### config.mk
export PLATFORM = sky130hd
export DESIGN_NAME = p1_telegram_crc_checker_unit
export DESIGN_NICKNAME = d
export VERILOG_FILES = /design/src/hw/rtl/ptcc_pkg.sv /design/src/hw/rtl/ptcc_front.sv /design/src/hw/rtl/ptcc_queue.sv /design/src/hw/rtl/ptcc_back.sv /design/src/hw/rtl/p1_telegram_crc_checker_unit.sv
export SDC_FILE = /design/constraint.sdc
export NUM_CORES = 1
export LEC_CHECK = 0
export ABC_AREA = 1
export BUFFER_PORTS_ARGS = -buffer_cell sky130_fd_sc_hd__buf_4
export CAP_MARGIN = 20
export CORE_MARGIN = 10
export CORE_UTILIZATION = 60
export DETAILED_ROUTE_END_ITERATION = 12
export PLACE_DENSITY = 0.84
export SLEW_MARGIN = 40
export SYNTH_ARGS = -nofsm -noshare
export SYNTH_HDL_FRONTEND = slang
export SYNTH_SLANG_ARGS = --single-unit
export TNS_END_PERCENT = 100
### constraint.sdc
create_clock -name clk -period 7.55 [get_ports clk]
set_input_delay 0.755 -clock clk [delete_from_list [all_inputs] [get_ports clk]]
set_output_delay 0.755 -clock clk [all_outputs]
set_load 0.01 [all_outputs]
### src/hw/rtl/ptcc_pkg.sv
// ----------------------------------------------------------------------------
// ptcc_pkg: shared types, constants and functions of the P1 telegram checker
// Holds the classified request type, status codes, character constants,
// the CRC-16/ARC byte update and the hex digit decoder.
// ----------------------------------------------------------------------------
package ptcc_pkg;

  localparam int FRAME_BUFFER_BYTES_DEF = 2048;
  localparam int QUEUE_DEPTH            = 2;

  localparam int LEN_W    = 11;
  localparam int CRC_W    = 16;
  localparam int STATUS_W = 2;

  localparam logic [STATUS_W-1:0] ST_MATCH    = 2'd0;
  localparam logic [STATUS_W-1:0] ST_MISMATCH = 2'd1;
  localparam logic [STATUS_W-1:0] ST_OVERFLOW = 2'd2;

  localparam logic [7:0] CH_BANG    = 8'h21;
  localparam logic [7:0] CH_NEWLINE = 8'h0A;

  localparam logic [15:0] CRC_POLY_REFL = 16'hA001;

  // One request after classification by the front end
  typedef struct packed {
    logic       flush;
    logic [7:0] data;
    logic       is_bang;
    logic       is_newline;
    logic       hex_ok;
    logic [3:0] hex_val;
  } ptcc_item_t;

  // Handshake between queue and back end
  typedef struct packed {
    logic       valid;
    ptcc_item_t item;
  } ptcc_head_t;

  // Reflected CRC-16/ARC, one byte, bitwise
  function automatic logic [15:0] crc16_arc_byte(input logic [15:0] crc,
                                                 input logic [7:0]  b);
    logic [15:0] c;
    c = crc ^ {8'h00, b};
    for (int k = 0; k < 8; k++) begin
      if (c[0]) begin
        c = (c >> 1) ^ CRC_POLY_REFL;
      end else begin
        c = c >> 1;
      end
    end
    return c;
  endfunction

  // Returns {valid, digit}
  function automatic logic [4:0] hex_digit(input logic [7:0] c);
    logic [7:0] d;
    logic       ok;
    d  = 8'h00;
    ok = 1'b0;
    if (c inside {[8'h30:8'h39]}) begin
      d  = c - 8'h30;
      ok = 1'b1;
    end else if (c inside {[8'h61:8'h66]}) begin
      d  = c - 8'h57;
      ok = 1'b1;
    end else if (c inside {[8'h41:8'h46]}) begin
      d  = c - 8'h37;
      ok = 1'b1;
    end
    return {ok, d[3:0]};
  endfunction

endpackage

### src/hw/rtl/ptcc_front.sv
// ----------------------------------------------------------------------------
// ptcc_front: request classifier
// Decodes each incoming byte into flags and a hex digit and hands the
// classified request to the queue.
// ----------------------------------------------------------------------------
module ptcc_front (
  input  logic                 in_valid,
  output logic                 in_ready,
  input  logic                 kind,
  input  logic [7:0]           data_byte,
  input  logic                 q_full,
  output logic                 push,
  output ptcc_pkg::ptcc_item_t push_item
);
  import ptcc_pkg::*;

  logic [4:0] hex;

  always_comb begin
    hex                  = hex_digit(data_byte);
    push_item.flush      = kind;
    push_item.data       = data_byte;
    push_item.is_bang    = (data_byte == CH_BANG);
    push_item.is_newline = (data_byte == CH_NEWLINE);
    push_item.hex_ok     = hex[4];
    push_item.hex_val    = hex[3:0];
  end

  assign in_ready = !q_full;
  assign push     = in_valid && !q_full;

endmodule

### src/hw/rtl/ptcc_queue.sv
// ----------------------------------------------------------------------------
// ptcc_queue: short request queue
// Register-based FIFO between the classifier and the frame engine.
// ----------------------------------------------------------------------------
module ptcc_queue (
  input  logic                 clk,
  input  logic                 rst,
  input  logic                 push,
  input  ptcc_pkg::ptcc_item_t push_item,
  output logic                 full,
  output ptcc_pkg::ptcc_head_t head,
  input  logic                 pop
);
  import ptcc_pkg::*;

  localparam int PTR_W = (QUEUE_DEPTH > 1) ? $clog2(QUEUE_DEPTH) : 1;
  localparam int CNT_W = $clog2(QUEUE_DEPTH + 1);
  localparam logic [PTR_W-1:0] PTR_LAST = PTR_W'(QUEUE_DEPTH - 1);
  localparam logic [CNT_W-1:0] CNT_FULL = CNT_W'(QUEUE_DEPTH);

  ptcc_item_t       slots [QUEUE_DEPTH];
  logic [PTR_W-1:0] wr_ptr;
  logic [PTR_W-1:0] rd_ptr;
  logic [CNT_W-1:0] count;
  logic             do_pop;

  assign full       = (count == CNT_FULL);
  assign head.valid = (count != '0);
  assign head.item  = slots[rd_ptr];
  assign do_pop     = pop && head.valid;

  always_ff @(posedge clk) begin
    if (rst) begin
      wr_ptr <= '0;
      rd_ptr <= '0;
      count  <= '0;
    end else begin
      if (push) begin
        wr_ptr <= (wr_ptr == PTR_LAST) ? '0 : wr_ptr + 1'b1;
      end
      if (do_pop) begin
        rd_ptr <= (rd_ptr == PTR_LAST) ? '0 : rd_ptr + 1'b1;
      end
      case ({push, do_pop})
        2'b10:   count <= count + 1'b1;
        2'b01:   count <= count - 1'b1;
        default: count <= count;
      endcase
    end
  end

  always_ff @(posedge clk) begin
    if (push) begin
      slots[wr_ptr] <= push_item;
    end
  end

`ifndef SYNTH
  a_count_bound: assert property (@(posedge clk) disable iff (rst)
    count <= CNT_FULL)
    else $error("queue count above depth");
  a_push_moves_count: assert property (@(posedge clk) disable iff (rst)
    (push && !do_pop) |=> (count == $past(count) + 1'b1))
    else $error("queue push lost");
`endif

endmodule

### src/hw/rtl/ptcc_back.sv
// ----------------------------------------------------------------------------
// ptcc_back: frame engine
// Keeps byte count, running CRC, '!' snapshot and trailer digits; loads
// frame and overflow results into the output register.
// ----------------------------------------------------------------------------
module ptcc_back #(
  parameter int FRAME_BUFFER_BYTES = ptcc_pkg::FRAME_BUFFER_BYTES_DEF
) (
  input  logic                            clk,
  input  logic                            rst,
  input  ptcc_pkg::ptcc_head_t            head,
  output logic                            pop,
  output logic                            out_valid,
  input  logic                            out_ready,
  output logic [ptcc_pkg::STATUS_W-1:0]   status,
  output logic [ptcc_pkg::LEN_W-1:0]      frame_length,
  output logic [ptcc_pkg::CRC_W-1:0]      crc_received,
  output logic [ptcc_pkg::CRC_W-1:0]      crc_computed
);
  import ptcc_pkg::*;

  localparam int CNT_W = $clog2(FRAME_BUFFER_BYTES);
  localparam logic [CNT_W-1:0] CNT_LIMIT = CNT_W'(FRAME_BUFFER_BYTES - 1);

  logic [CNT_W-1:0] byte_count,       byte_count_next;
  logic [15:0]      crc_running,      crc_running_next;
  logic [15:0]      crc_at_bang,      crc_at_bang_next;
  logic             bang_seen,        bang_seen_next;
  logic [2:0]       chars_after_bang, chars_after_bang_next;
  logic [15:0]      hex_accum,        hex_accum_next;
  logic             hex_all_valid,    hex_all_valid_next;

  logic                   take;
  logic                   res_fire;
  logic [STATUS_W-1:0]    res_status;
  logic [LEN_W-1:0]       res_length;
  logic [15:0]            res_rx;
  logic [15:0]            res_calc;
  logic [CNT_W-1:0]       cnt_inc;
  logic [CNT_W+LEN_W-1:0] len_wide;
  logic [15:0]            crc_new;
  ptcc_item_t             it;

  assign it   = head.item;
  assign take = head.valid && (!out_valid || out_ready);
  assign pop  = take;

  always_comb begin
    byte_count_next       = byte_count;
    crc_running_next      = crc_running;
    crc_at_bang_next      = crc_at_bang;
    bang_seen_next        = bang_seen;
    chars_after_bang_next = chars_after_bang;
    hex_accum_next        = hex_accum;
    hex_all_valid_next    = hex_all_valid;
    res_fire              = 1'b0;
    res_status            = ST_MATCH;
    res_length            = '0;
    res_rx                = '0;
    res_calc              = '0;
    cnt_inc               = byte_count + 1'b1;
    len_wide              = {{LEN_W{1'b0}}, cnt_inc};
    crc_new               = crc16_arc_byte(crc_running, it.data);

    if (it.flush) begin
      byte_count_next       = '0;
      crc_running_next      = '0;
      crc_at_bang_next      = '0;
      bang_seen_next        = 1'b0;
      chars_after_bang_next = '0;
      hex_accum_next        = '0;
      hex_all_valid_next    = 1'b1;
    end else if (byte_count >= CNT_LIMIT) begin
      // drop the byte, restart the frame, report overflow
      byte_count_next       = '0;
      crc_running_next      = '0;
      crc_at_bang_next      = '0;
      bang_seen_next        = 1'b0;
      chars_after_bang_next = '0;
      hex_accum_next        = '0;
      hex_all_valid_next    = 1'b1;
      res_fire              = 1'b1;
      res_status            = ST_OVERFLOW;
    end else if (it.is_newline && bang_seen && chars_after_bang[2] && hex_all_valid) begin
      res_fire              = 1'b1;
      res_status            = (hex_accum == crc_at_bang) ? ST_MATCH : ST_MISMATCH;
      res_length            = len_wide[LEN_W-1:0];
      res_rx                = hex_accum;
      res_calc              = crc_at_bang;
      byte_count_next       = '0;
      crc_running_next      = '0;
      crc_at_bang_next      = '0;
      bang_seen_next        = 1'b0;
      chars_after_bang_next = '0;
      hex_accum_next        = '0;
      hex_all_valid_next    = 1'b1;
    end else begin
      byte_count_next  = cnt_inc;
      crc_running_next = crc_new;
      if (it.is_bang) begin
        crc_at_bang_next      = crc_new;
        bang_seen_next        = 1'b1;
        chars_after_bang_next = '0;
        hex_accum_next        = '0;
        hex_all_valid_next    = 1'b1;
      end else if (bang_seen && !chars_after_bang[2]) begin
        hex_accum_next        = {hex_accum[11:0], it.hex_ok ? it.hex_val : 4'h0};
        hex_all_valid_next    = hex_all_valid && it.hex_ok;
        chars_after_bang_next = chars_after_bang + 1'b1;
      end
    end
  end

  always_ff @(posedge clk) begin
    if (rst) begin
      byte_count       <= '0;
      crc_running      <= '0;
      crc_at_bang      <= '0;
      bang_seen        <= 1'b0;
      chars_after_bang <= '0;
      hex_accum        <= '0;
      hex_all_valid    <= 1'b1;
      out_valid        <= 1'b0;
    end else begin
      if (out_valid && out_ready) begin
        out_valid <= 1'b0;
      end
      if (take) begin
        byte_count       <= byte_count_next;
        crc_running      <= crc_running_next;
        crc_at_bang      <= crc_at_bang_next;
        bang_seen        <= bang_seen_next;
        chars_after_bang <= chars_after_bang_next;
        hex_accum        <= hex_accum_next;
        hex_all_valid    <= hex_all_valid_next;
        if (res_fire) begin
          out_valid <= 1'b1;
        end
      end
    end
  end

  always_ff @(posedge clk) begin
    if (take && res_fire) begin
      status       <= res_status;
      frame_length <= res_length;
      crc_received <= res_rx;
      crc_computed <= res_calc;
    end
  end

`ifndef SYNTH
  a_frame_restart: assert property (@(posedge clk) disable iff (rst)
    (take && res_fire) |=> (byte_count == '0 && !bang_seen))
    else $error("frame state not restarted after result");
  a_overflow_clean: assert property (@(posedge clk) disable iff (rst)
    (out_valid && status == ST_OVERFLOW) |->
      (frame_length == '0 && crc_received == '0 && crc_computed == '0))
    else $error("overflow result carries payload");
`endif

endmodule

### src/hw/rtl/p1_telegram_crc_checker_unit.sv
// An accepted request is written into the queue; the frame engine takes it
// when the output register is free or being drained and registers its result.
// Throughput: one byte per cycle while the output is not stalled, set by
// the combinational CRC-16 byte update in the frame engine; a stalled output
// holds back at most 2 queued requests before in_ready drops.
// Reset: synchronous rst clears the queue, the frame state and out_valid.
// ----------------------------------------------------------------------------
// p1_telegram_crc_checker_unit: P1 telegram CRC-16/ARC checker
// Counts the bytes of a telegram, keeps a running CRC, snapshots it at the
// last '!' and checks the four hex digits that follow on the newline.
// ----------------------------------------------------------------------------
module p1_telegram_crc_checker_unit #(
  parameter int FRAME_BUFFER_BYTES = ptcc_pkg::FRAME_BUFFER_BYTES_DEF
) (
  input  logic                          clk,
  input  logic                          rst,
  input  logic                          in_valid,
  output logic                          in_ready,
  input  logic                          kind,
  input  logic [7:0]                    data_byte,
  output logic                          out_valid,
  input  logic                          out_ready,
  output logic [ptcc_pkg::STATUS_W-1:0] status,
  output logic [ptcc_pkg::LEN_W-1:0]    frame_length,
  output logic [ptcc_pkg::CRC_W-1:0]    crc_received,
  output logic [ptcc_pkg::CRC_W-1:0]    crc_computed
);
  import ptcc_pkg::*;

  // Front end -> queue: classified request
  logic       push;
  logic       q_full;
  ptcc_item_t push_item;

  // Queue -> frame engine: head of queue and pop
  ptcc_head_t head;
  logic       pop;

  // Classify each request: flush flag, '!' and newline detect, hex digit.
  // Hold the request off only while the queue is full.
  ptcc_front u_front (
    .in_valid  (in_valid),
    .in_ready  (in_ready),
    .kind      (kind),
    .data_byte (data_byte),
    .q_full    (q_full),
    .push      (push),
    .push_item (push_item)
  );

  // Decouple input from a stalled output register
  ptcc_queue u_queue (
    .clk       (clk),
    .rst       (rst),
    .push      (push),
    .push_item (push_item),
    .full      (q_full),
    .head      (head),
    .pop       (pop)
  );

  // Advance the frame state one request per cycle whenever the output
  // register is free or being drained; drop overflowing bytes.
  ptcc_back #(
    .FRAME_BUFFER_BYTES (FRAME_BUFFER_BYTES)
  ) u_back (
    .clk          (clk),
    .rst          (rst),
    .head         (head),
    .pop          (pop),
    .out_valid    (out_valid),
    .out_ready    (out_ready),
    .status       (status),
    .frame_length (frame_length),
    .crc_received (crc_received),
    .crc_computed (crc_computed)
  );

endmodule
[Word-level counts from Yosys, hierarchy flattened]
Memory sizes are Yosys's and may differ from the RTL's. A register that Yosys moved wholly into a read port is not among the register bits.
Cells that the tools add are included.
Operators by class
  add/sub/neg operators: 9
  magnitude comparators: 7
  equal/unequal tests: 6
  muxes and demuxes: 60
  bitwise gates (word level): 10
  reduce and logical (&&, ||, !) cells: 24
Operator list (number)
  $mux W16: 20
  $mux W11: 3
  $mux W1: 25
  $not A2 Y3: 8
  $eq A16 B16 Y1: 1
  $ge A8 B7 Y1 const B: 2
  $le A8 B7 Y1 const B: 2
  $mux W4: 4
  $xor A16 B8 Y16: 1
  $mux W3: 5
  $logic_and A1 B1 Y1: 13
  $add A11 B1 Y11 const B: 1
  $ge A11 B11 Y1 const B: 1
  $eq A8 B4 Y1 const B: 1
  $eq A8 B6 Y1 const B: 1
  $ge A8 B6 Y1 const B: 1
  $le A8 B6 Y1 const B: 1
  $sub A4 B3 Y4 const B: 2
  $reduce_bool A5 Y1: 1
  $eq A2 B2 Y1 const B: 2
  $mux W2: 2
  $pmux W2 S2: 1
  $reduce_and A2 Y1: 2
  $reduce_bool A2 Y1: 2
  other kinds (11): 14
Storage, ports and cells
  register bits after elaboration: 114
  bits in writable memories: 32
  input bits: 13
  output and inout bits: 47
  logic and storage cells: 133
  memories kept: 1
Memories
  u_queue.slots: words 2, width 16, rd ports 1, clocked after memory_dff 1, wr ports 1, RTL line ptcc_queue.sv:21  | ptcc_item_t slots [QUEUE_DEPTH];

[Logic depth before layout (Yosys ltp)]
  word-level depth: 21
  depth in mapped cells: 16

[Cells and area by module]
A second synthesis with hierarchy kept.
Unflattened totals
  cells, all modules: 701
  area, all modules: 6525.0 um^2
By module, submodules not included
  ptcc_back: instances 1, cells an instance 564, area an instance 4767.1 um^2, seq. area each 2652.5 um^2
  ptcc_queue: instances 1, cells an instance 87, area an instance 1448.9 um^2, seq. area each 1061.0 um^2
  ptcc_front: instances 1, cells an instance 50, area an instance 309.0 um^2, seq. area each 0.0 um^2

[Worst setup path before layout]
OpenSTA, ideal clock, no wires.
  path kind: in2reg
  start: in out_ready
  end: reg u_back.crc_computed[0] (netlist bit), enable pin
  library setup time: 0.400 ns
  arrival time: 2.228 ns
  data required time: 7.150 ns
  path slack: 4.922 ns
  stages: 6
  path through: nor2_1 > a21oi_2 > inv_2 > nor2_1 > nand2_1 > inv_1
On the way
  word-level cells in the longest chain between the ends: 3
Ends and longest elaborated chain
  from (decl): RTL line p1_telegram_crc_checker_unit.sv:22  | input logic out_ready,
  $logic_or A1 B1 Y1: RTL line ptcc_back.sv:45  | assign take = head.valid && (!out_valid || out_ready);
  $logic_and A1 B1 Y1: RTL line ptcc_back.sv:45
  $logic_and A1 B1 Y1: RTL line ptcc_back.sv:144  | if (take && res_fire) begin
  to (signal assigned): RTL line ptcc_back.sv:148  | crc_computed <= res_calc;
  to (decl): RTL line ptcc_back.sv:18  | output logic [ptcc_pkg::CRC_W-1:0] crc_computed
No other way between the ends.
A chain may end at the register's enable or synchronous reset.

[Final worst setup path]
  start: reg u_queue.count[0]
  end: reg u_back.crc_running[15]
On the way
  word-level cells in the longest chain between the ends: 2
Ends and longest elaborated chain
  from (decl): RTL line ptcc_queue.sv:24  | logic [CNT_W-1:0] count;
  from (signal assigned): RTL line ptcc_queue.sv:45  | 2'b10: count <= count + 1'b1;
  from (signal assigned): RTL line ptcc_queue.sv:46  | 2'b01: count <= count - 1'b1;
  from (signal assigned): RTL line ptcc_queue.sv:47  | default: count <= count;
  $reduce_bool A2 Y1: RTL line ptcc_queue.sv:28  | assign head.valid = (count != '0);
  $logic_and A1 B1 Y1: RTL line ptcc_back.sv:45
  to (signal assigned): RTL line ptcc_back.sv:130  | crc_running <= crc_running_next;
  to (decl): RTL line ptcc_back.sv:26  | logic [15:0] crc_running, crc_running_next;
No other way between the ends.

==> results by group <==
Synth
  • Post-synth EDFFs: 77
  • Synth area leaders: edfxtp_1, dfxtp_1, nand2_1, nor2_1, inv_1
  • Synth Cell Area: 6570 sq um
  • Post-Syn Instances: 757
  • Post-synth ARST share: 0
  • Syn nets: a little under 800
  • Post-Syn Area per Cell: 8.68 sq um
  • Syn. warnings: 0
  • Seq cells post-synth: 147
  • Top cells by instance count after synthesis: nand2_1, nor2_1, inv_1, edfxtp_1, dfxtp_1
  • Synth cell types: 40
  • Most used DFF post-synth: edfxtp_1
  • Cell taking the most area after synthesis: edfxtp_1
  • Post-synth top area share: 0.352
  • Top-count cell post-synth: nand2_1
  • Sequential area share after synthesis: 0.565

Pwr
  • Peak VDD IR: roughly 0.00019 V
  • Leakage: 0.00296 uW
  • Power density over cell area: 341 nW/um^2

Run
  • Max_cap viols: 0

Floorplanning
  • Site Rows: 38
  • Core area: 10800 sq um
  • Die Y: about 120 microns
  • I/O Pins: 60
  • Die Width: 125 microns
  • DIE AREA: 15500 sq um
  • Starting Density: 0.609

Final layout
  • Final non-filler cell total: 968
  • Core Util, Final: 0.713
  • Fin nets: 835
  • Antenna cell count: 0
  • Area of the multi-input gates: around 2400 sq um
  • Fillers: between 700 and 800
  • Register area: approximately 3700 sq um
  • Share of cells above drive strength 1: 0.128
  • P&R area growth vs syn: 17.2%

Critical path
  • Critical path data required time: 8010 ps
  • Worst setup SP type: flip-flop
  • R2R Setup Slk: 4730 ps
  • CP endpoint kind: flip-flop
  • Reg2reg start: u_queue.count[0]$_SDFFE_PP0P_
  • WS Path Type: reg -> reg
  • Crit Path Max Fanout: 28
  • R2R cell count: 8
  • RR Endpoint: u_back.crc_running[15]$_SDFFE_PP0P_
  • CP arrival: about 3300 ps

Timing
  • Final Hold Vio Count: 0
  • Worst-margin pin slew: 612 ps
  • Setup TNS: 0 ps
  • Min Hold Slack: 406 ps
  • Rel. slew slack: 0.592
  • RSZ-0062 raised after global routing: false
  • Clock Skews: 5.38 ps
  • Min Tclk post-route: 2820 ps
  • Final WS setup: approximately 4700 ps
  • Endpoints failing setup: 0
  • Fmax: ~350 MHz
  • Fin crit share: 0.374
  • Max-slew violations: 0

CTS
  • Postcts setup bufs: 0
  • Clock Latency Late Sink: roughly 530 ps
  • Clock sinks: 147
  • CTS root buf: clkbuf_8
  • Longest Clk Path Bufs: 2
  • Clock transition at path regs: 60 ps
  • CTS tree: yes
  • Post-CTS sizing: 0
  • Cts bufs inserted: 17
  • H-tree depth: 4
  • Hold buffer count at CTS: 0

Place
  • Port bufs: approximately 60
  • Placed cells: 936
  • Setup WS pre-CTS: 4430 ps
  • Final RePlAce weighted congestion: 0.944
  • DP Wirelength: between 9000 and 10000 microns

Hold path
  • Hold Path Origin: kind
  • HP Class: in -> reg
  • Hold Path Sink: u_queue.slots[1][15]$_DFFE_PP_
  • Hold path depth: 1

Detailed routing
  • Total wire length: 14200 microns
  • Avg Vias per Cell: 5.41
  • DR iter-0 viols: 501
  • Post-route ant nets: 0
  • Drt first pass iters: 5
  • Per-cell routed wire length: 14.7 microns
  • Via count: 5241
  • DRC: 0

Global route
  • First-pass GRT wire length: about 24000 microns
  • GR Util All Layers: 0.185
  • Largest net degree at the start of global routing: 54
  • Total gr overflow: 0
  • Initial antenna violation count: 0
  • Vias in the first global route: approximately 5000

Status
  • Outcome: complete, no violations
[where the power goes]
group | internal [uW] | total (uW) | switching, uW
combinational | 227 | 784 | 557
sequential | 935 | 997 | 61.9
clock | 537 | 848 | 311
total | 1700 | 2630 | 930
[cells by family (layout without fill, tap and decap cells)]
kind of cell | after synthesis | count (layout) | share of synthesized area
compound gates | 98 | 98 | 0.0834
buf+inv | 126 | 197 | 0.0761
simple gates | 356 | 356 | 0.230
flops | 147 | 147 | 0.565
fa+ha+maj | 7 | 7 | 0.0133
mux | 1 | 1 | 0.00152
xor+xnor | 22 | 22 | 0.0305
[worst max-delay path, cell delays in order (launching register included)]
cell	delay, ps
dfxtp_1	380
inv_1	90
a21oi_2	520
inv_2	420
nor2_1	250
nand2_1	320
inv_1	440
nand3_1	170
a21oi_1	150
[worst max path at each step]
stage	cells after the start	to	from
floorplan	6	u_back.crc_computed[0]$_SDFFCE_PP0P_	out_ready
detailed placement	9	u_back.crc_running[15]$_SDFFE_PP0P_	out_ready
CTS	8	u_back.crc_at_bang[6]$_SDFFE_PP0P_	u_queue.count[0]$_SDFFE_PP0P_
finish	8	u_back.crc_running[15]$_SDFFE_PP0P_	u_queue.count[0]$_SDFFE_PP0P_
global placement	9	u_back.crc_running[15]$_SDFFE_PP0P_	out_ready
global route	8	u_back.crc_running[15]$_SDFFE_PP0P_	u_queue.count[0]$_SDFFE_PP0P_
[sequential cells by signal, summed over array words and instances, names as in the netlist, named ones only]
name,flops
u_back.byte_count,11
u_back.status,2
u_back.crc_computed,16
u_back.hex_accum,16
u_back.bang_seen,1
u_queue.rd_ptr,1
u_back.crc_running,16
u_back.frame_length,11
u_queue.count,2
u_queue.wr_ptr,1
u_back.crc_received,16
u_back.chars_after_bang,3
u_queue.slots,32
u_back.out_valid,1
u_back.hex_all_valid,1
u_back.crc_at_bang,16
[placed cells by master, fill, tap and decap left out, types with 3 or more instances in the layout]
master / Yosys / final
nand2_1: 167 / 167
nor2_1: 106 / 106
inv_1: 97 / 97
edfxtp_1: 77 / 77
dfxtp_1: 70 / 70
buf_4: 1 / 64
a21oi_1: 62 / 62
nand3_1: 49 / 49
xor2_1: 18 / 18
clkbuf_16: 0 / 16
o21ai_0: 14 / 14
nor3_1: 11 / 11
ha_1: 7 / 7
nand4_1: 6 / 6
o21ai_1: 6 / 6
nor4_1: 6 / 6
clkbuf_1: 15 / 6
a2bb2oi_1: 5 / 5
inv_2: 4 / 4
bufinv_16: 0 / 4
xnor2_1: 3 / 3
clkinv_4: 0 / 3
[routing by layer]
metal / track usage / part of all wire / routed length, microns / up-vias
met3: 0.0430 / 0.058 / 825 / 40
met4: 0.0994 / 0.035 / 503 / 0
met5: 0 / 0 / 0 / -
met2: 0.297 / 0.48 / 6850 / 202
met1: 0.225 / 0.43 / 6070 / 2422
li1: - / - / - / 2577
[per-stage QoR]
step | power [uW] | area [sq um]
2_1_floorplan | 1610 | 6570
3_3_place_gp | 1750 | 7110
3_5_place_dp | 1770 | 7110
4_1_cts | 2620 | 7700
5_1_grt | 2780 | 7700
6_report | 2630 | 7700
[final cells by class]
class,count,area share
inverter,101,0.0492
tap,140,0.0227
clock buffer,23,0.0567
timing repair buffer,64,0.0624
multi-input combinational,484,0.306
sequential,147,0.482
clock inverter,9,0.0203
(Power assumes the default switching activity.)
